[src/design/rast_pkg.sv]
package rast_pkg;

	// width of element values, sums and pending adds
	localparam int DATA_W = 64;

	// input field widths
	localparam int CMD_W   = 2;
	localparam int FIELD_W = 17;
	localparam int ADD_W   = 32;

	// command codes
	localparam logic [CMD_W-1:0] CMD_ADD   = 2'd0;
	localparam logic [CMD_W-1:0] CMD_SUM   = 2'd1;
	localparam logic [CMD_W-1:0] CMD_CLEAR = 2'd2;
	// unused code, accepted and ignored
	localparam logic [CMD_W-1:0] CMD_NOP   = 2'd3;

	// element count after reset
	localparam logic [FIELD_W-1:0] COUNT_RESET = 17'h10000;

endpackage

[src/design/rast_mul.sv]
module rast_mul import rast_pkg::*; #(
	parameter int NW = 17
) (
	input  logic              clk,
	input  logic              arst_n,
	input  logic              start,
	input  logic [DATA_W-1:0] mcand,
	input  logic [NW-1:0]     mplier,
	output logic              done,
	output logic [DATA_W-1:0] prod
);

	localparam int CNW = $clog2(NW);

	logic              run_q;
	logic              done_q;
	logic [CNW-1:0]    cnt_q;
	logic [DATA_W-1:0] mc_q;
	logic [NW-1:0]     mp_q;
	logic [DATA_W-1:0] prod_q;

	// control: one multiplier bit per cycle
	always_ff @(posedge clk or negedge arst_n) begin
		if (!arst_n) begin
			run_q  <= 1'b0;
			done_q <= 1'b0;
			cnt_q  <= '0;
		end else if (start) begin
			run_q  <= 1'b1;
			done_q <= 1'b0;
			cnt_q  <= CNW'(NW - 1);
		end else if (run_q) begin
			cnt_q <= cnt_q - 1'b1;
			if (cnt_q == '0) begin
				run_q  <= 1'b0;
				done_q <= 1'b1;
			end
		end else begin
			done_q <= 1'b0;
		end
	end

	// shift-add datapath, product wraps at the data width
	always_ff @(posedge clk) begin
		if (start) begin
			mc_q   <= mcand;
			mp_q   <= mplier;
			prod_q <= '0;
		end else if (run_q) begin
			if (mp_q[0]) begin
				prod_q <= prod_q + mc_q;
			end
			mc_q <= {mc_q[DATA_W-2:0], 1'b0};
			mp_q <= {1'b0, mp_q[NW-1:1]};
		end
	end

	assign done = done_q;
	assign prod = prod_q;

endmodule

[config.mk]
export PLATFORM = sky130hd
export DESIGN_NAME = rast_mul
export DESIGN_NICKNAME = d
export VERILOG_FILES = /design/src/design/rast_pkg.sv /design/src/design/rast_mul.sv
export SDC_FILE = /design/constraint.sdc
export NUM_CORES = 1
export LEC_CHECK = 0
export ABC_CLOCK_PERIOD_IN_PS = 4200
export BUFFER_PORTS_ARGS = -buffer_cell sky130_fd_sc_hd__buf_4
export CAP_MARGIN = 20
export CORE_UTILIZATION = 47
export CTS_BUF_LIST = sky130_fd_sc_hd__clkbuf_4 sky130_fd_sc_hd__clkbuf_8
export DETAILED_ROUTE_END_ITERATION = 16
export HOLD_SLACK_MARGIN = 0.1
export PLACE_DENSITY_LB_ADDON = 0.1
export SETUP_SLACK_MARGIN = 0.2
export SYNTH_ARGS = -nofsm -noshare
export SYNTH_HDL_FRONTEND = slang
export SYNTH_SLANG_ARGS = --single-unit
[constraint.sdc]
create_clock -name clk -period 4.2 [get_ports clk]
set_clock_uncertainty 0.1 [all_clocks]
set_input_delay 0.21 -clock clk [delete_from_list [all_inputs] [get_ports clk]]
set_output_delay 0.21 -clock clk [all_outputs]
set_load 0.01 [all_outputs]
==> impl_metrics.sql <==
INSERT INTO impl_metrics (metric_group, metric, value, unit) VALUES
('status', 'status', 'finished clean', ''),
('cells_and_area', 'postLayoutCoreUtil', '0.601', ''),
('cts', 'cts.reportedPaths.clkPinSlew', '0.10', 'ns'),
('route', 'vias_per_cell', '5.50', ''),
('global_routing', 'grt_use_met3', '0.0503', ''),
('cts', 'tritoncts.num_buffers', '17', ''),
('logic_synthesis', 'dominantRegCellSynth', 'edfxtp_1', ''),
('global_routing', 'antenna_found_initial', '0', ''),
('route', 'detail_route.drc_violations', '0', ''),
('global_routing', 'groute.layer.met2.usage', '0.377', ''),
('cts', 'worstSkewPairLatency', '0.46', 'ns'),
('sta', 'maxClockFrequency', '290', 'MHz'),
('sta', 'finalSetupViolCount', '0', ''),
('logic_synthesis', 'synth.area.top_cells', 'edfxtp_1 (25%), dfxtp_1 (13%), mux2_2 (9.1%), ha_1 (8.3%), a21oi_1 (5.9%)', ''),
('logic_synthesis', 'synth_seq_area_share', '0.398', ''),
('sta', 'final_hold_violation_count', '0', ''),
('route', 'num_vias', '8223', ''),
('placement', 'finalWeightedCongestion', '0.890', ''),
('logic_synthesis', 'async_flop_share', '0.0461', ''),
('cts', 'cts_resizes', '0', ''),
('sta', 'setup_ws', '0.757', 'ns'),
('cts', 'clock_tree.htree_level_count', '4', ''),
('die', 'coreArea', '20300', 'um2'),
('placement', 'number_of_buffer_cells_added_on_primary_ports', '148', ''),
('min_path', 'hold_path.class', 'input port to register', ''),
('logic_synthesis', 'synthDistinctLibCells', '71', ''),
('cells_and_area', 'post_route_cells_drive_above_1_share', '0.240', ''),
('critical_path', 'cp_common_cell', 'o21ai_0', ''),
('logic_synthesis', 'yosys.area.top_type_share', '0.249', ''),
('critical_path', 'cells_along_the_critical_path', 'ha_1 > fa_1 > a21oi_1 > o21ai_0 > nand4_1 > a31oi_2 > a22oi_1 > o21ai_1 > a211oi_1 > a31oi_1 > xnor2_1 > o21ai_0', ''),
('logic_synthesis', 'postSynthRegisterBits', '152', ''),
('logic_synthesis', 'top_cells_by_instance_count_after_synthesis', 'nand2_1 (136), a21oi_1 (115), edfxtp_1 (81), mux2_2 (79), ha_1 (65)', ''),
('sta', 'final.hold.worst_slack', '0.245', 'ns'),
('global_routing', 'grt_pass1_wl', '40400', 'um'),
('route', 'antenna_violating_nets_post_route', '0', ''),
('cells_and_area', 'final_cell_count_no_fill', '1494', ''),
('sta', 'min_period_over_period', '0.820', ''),
('cells_and_area', 'fill_cells', '1813', ''),
('sta', 'worst_slew_pin_tran', '1.05', 'ns'),
('logic_synthesis', 'yosysMostFrequentCell', 'nand2_1', ''),
('route', 'routedWlPerCell', '16.4', 'um'),
('logic_synthesis', 'netlist_area', '9760', 'um2'),
('cts', 'ctsRootBufferMaster', 'clkbuf_8', ''),
('route', 'drt_first_iter_violations', '511', ''),
('power_and_ir_drop', 'power.total', '8.39', 'mW'),
('global_routing', 'groute.usage.overall', '0.234', ''),
('critical_path', 'worstPathRequired', '4.42', 'ns'),
('logic_synthesis', 'mappedNetlistNets', '1168', ''),
('critical_path', 'setup.worst_path.start_class', 'register', ''),
('cts', 'post-cts-setup-buffer-count', '0', ''),
('global_routing', 'global_route.usage.met1', '0.319', ''),
('cells_and_area', 'synthToLayoutAreaGrowth', '25.1', '%'),
('logic_synthesis', 'postSynthAreaPerCell', '9.59', 'um2'),
('power_and_ir_drop', 'vdd_drop_max', '0.321', 'mV'),
('placement', 'dp_worst_setup_slack', '0.785', 'ns'),
('critical_path', 'nature_of_the_critical_path_endpoint', 'register', ''),
('cts', 'ctsHoldBuffers', '83', ''),
('sta', 'finalCriticalPeriod', '3.44', 'ns'),
('cts', 'cts_num_sinks', '152', ''),
('logic_synthesis', 'edff_count_synth', '81', ''),
('die', 'fp.dieArea', '21300', 'um2'),
('cells_and_area', 'n_antenna_cell', '0', ''),
('die', 'placement_rows', '52', ''),
('critical_path', 'critical_path_arrival', '3.66', 'ns'),
('placement', 'dp_hpwl', '17200', 'um'),
('power_and_ir_drop', 'power-per-cell-area', '687', 'nW/um2'),
('sta', 'maxSlewHeadroom', '0.299', ''),
('route', 'drt_pass1_iterations', '5', ''),
('sta', 'setup-tns-final', '0', 'ns'),
('logic_synthesis', 'synthesized_netlist_cell_count', '1018', ''),
('sta', 'finalMaxSlewViolations', '0', '');
state kept, by name, summed over array words and instances, names as in the netlist:
| register | count |
|---|---|
| cnt_q | 5 |
| done | 1 |
| mc_q | 64 |
| mp_q | 17 |
| prod | 64 |
| run_q | 1 |
power breakdown:
part	internal [mW]	leakage (nW)	switching (mW)
sequential	2.07	1.47	0.377
clock	0.431	0.179	0.643
combinational	2.11	3.56	2.75
total	4.62	5.21	3.77
per-layer routing:
metal,routed length [um],share of wire
met1,11700,0.48
met2,11200,0.46
met3,1260,0.051
met4,363,0.015
met5,0,0
cell families (layout without fill, tap and decap cells):
family / after synthesis / after routing / share of synthesized area
xor gates and xnor gates: 62 / 62 / 0.0556
buffers and inverters: 76 / 282 / 0.0327
AOI/OAI and AO/OA: 304 / 304 / 0.204
and+or+nand+nor: 277 / 277 / 0.131
DFF: 152 / 152 / 0.398
adders and majority gates: 66 / 66 / 0.0854
muxes: 81 / 81 / 0.0932
worst paths after layout:
path                            startpoint  endpoint  slack [ns]  cells after the start
worst max-delay path               mc_q[0]  prod[58]        0.76                     12
worst min register to register     prod[6]   prod[6]        0.38                      2
worst max register to register     mc_q[0]  prod[58]        0.76                     12
min in group asynchronous           arst_n      done        0.63                      3
worst min-delay path                 start  prod[38]        0.24                      2
max in group asynchronous           arst_n  cnt_q[1]        3.12                      3
layout make-up:
type                       count  area (um2)  area share
multi-input combinational    790        5560       0.456
sequential                   152        3890       0.319
timing repair buffer         235        1990       0.163
tap                          270         338      0.0277
clock buffer                  17         234      0.0192
clock inverter                15         138      0.0113
inverter                      15        56.3     0.00461
cells in the final DEF (no fill, tap or decap), drive strengths merged, types with 4 or more instances in the layout:
master,netlist,final
dlygate4sd3,0,83
a21oi,118,118
o21a,10,10
nor3,12,12
nand3,14,14
clkbuf,33,17
nor2,52,52
ha,65,65
a21o,43,43
a31o,6,6
o21bai,13,13
a211oi,13,13
edfxtp,81,81
or3,6,6
nand4,25,25
xnor2,36,36
a221oi,4,4
xor2,26,26
dfxtp,64,64
inv,15,21
a31oi,5,5
mux2,79,79
o211ai,6,6
nand2b,6,6
o21ai,58,58
and2,5,5
buf,28,152
dfrtp,7,7
clkinv,0,6
nor2b,4,4
nand2,138,138
No activity file was read; power rests on OpenSTA's default activity.
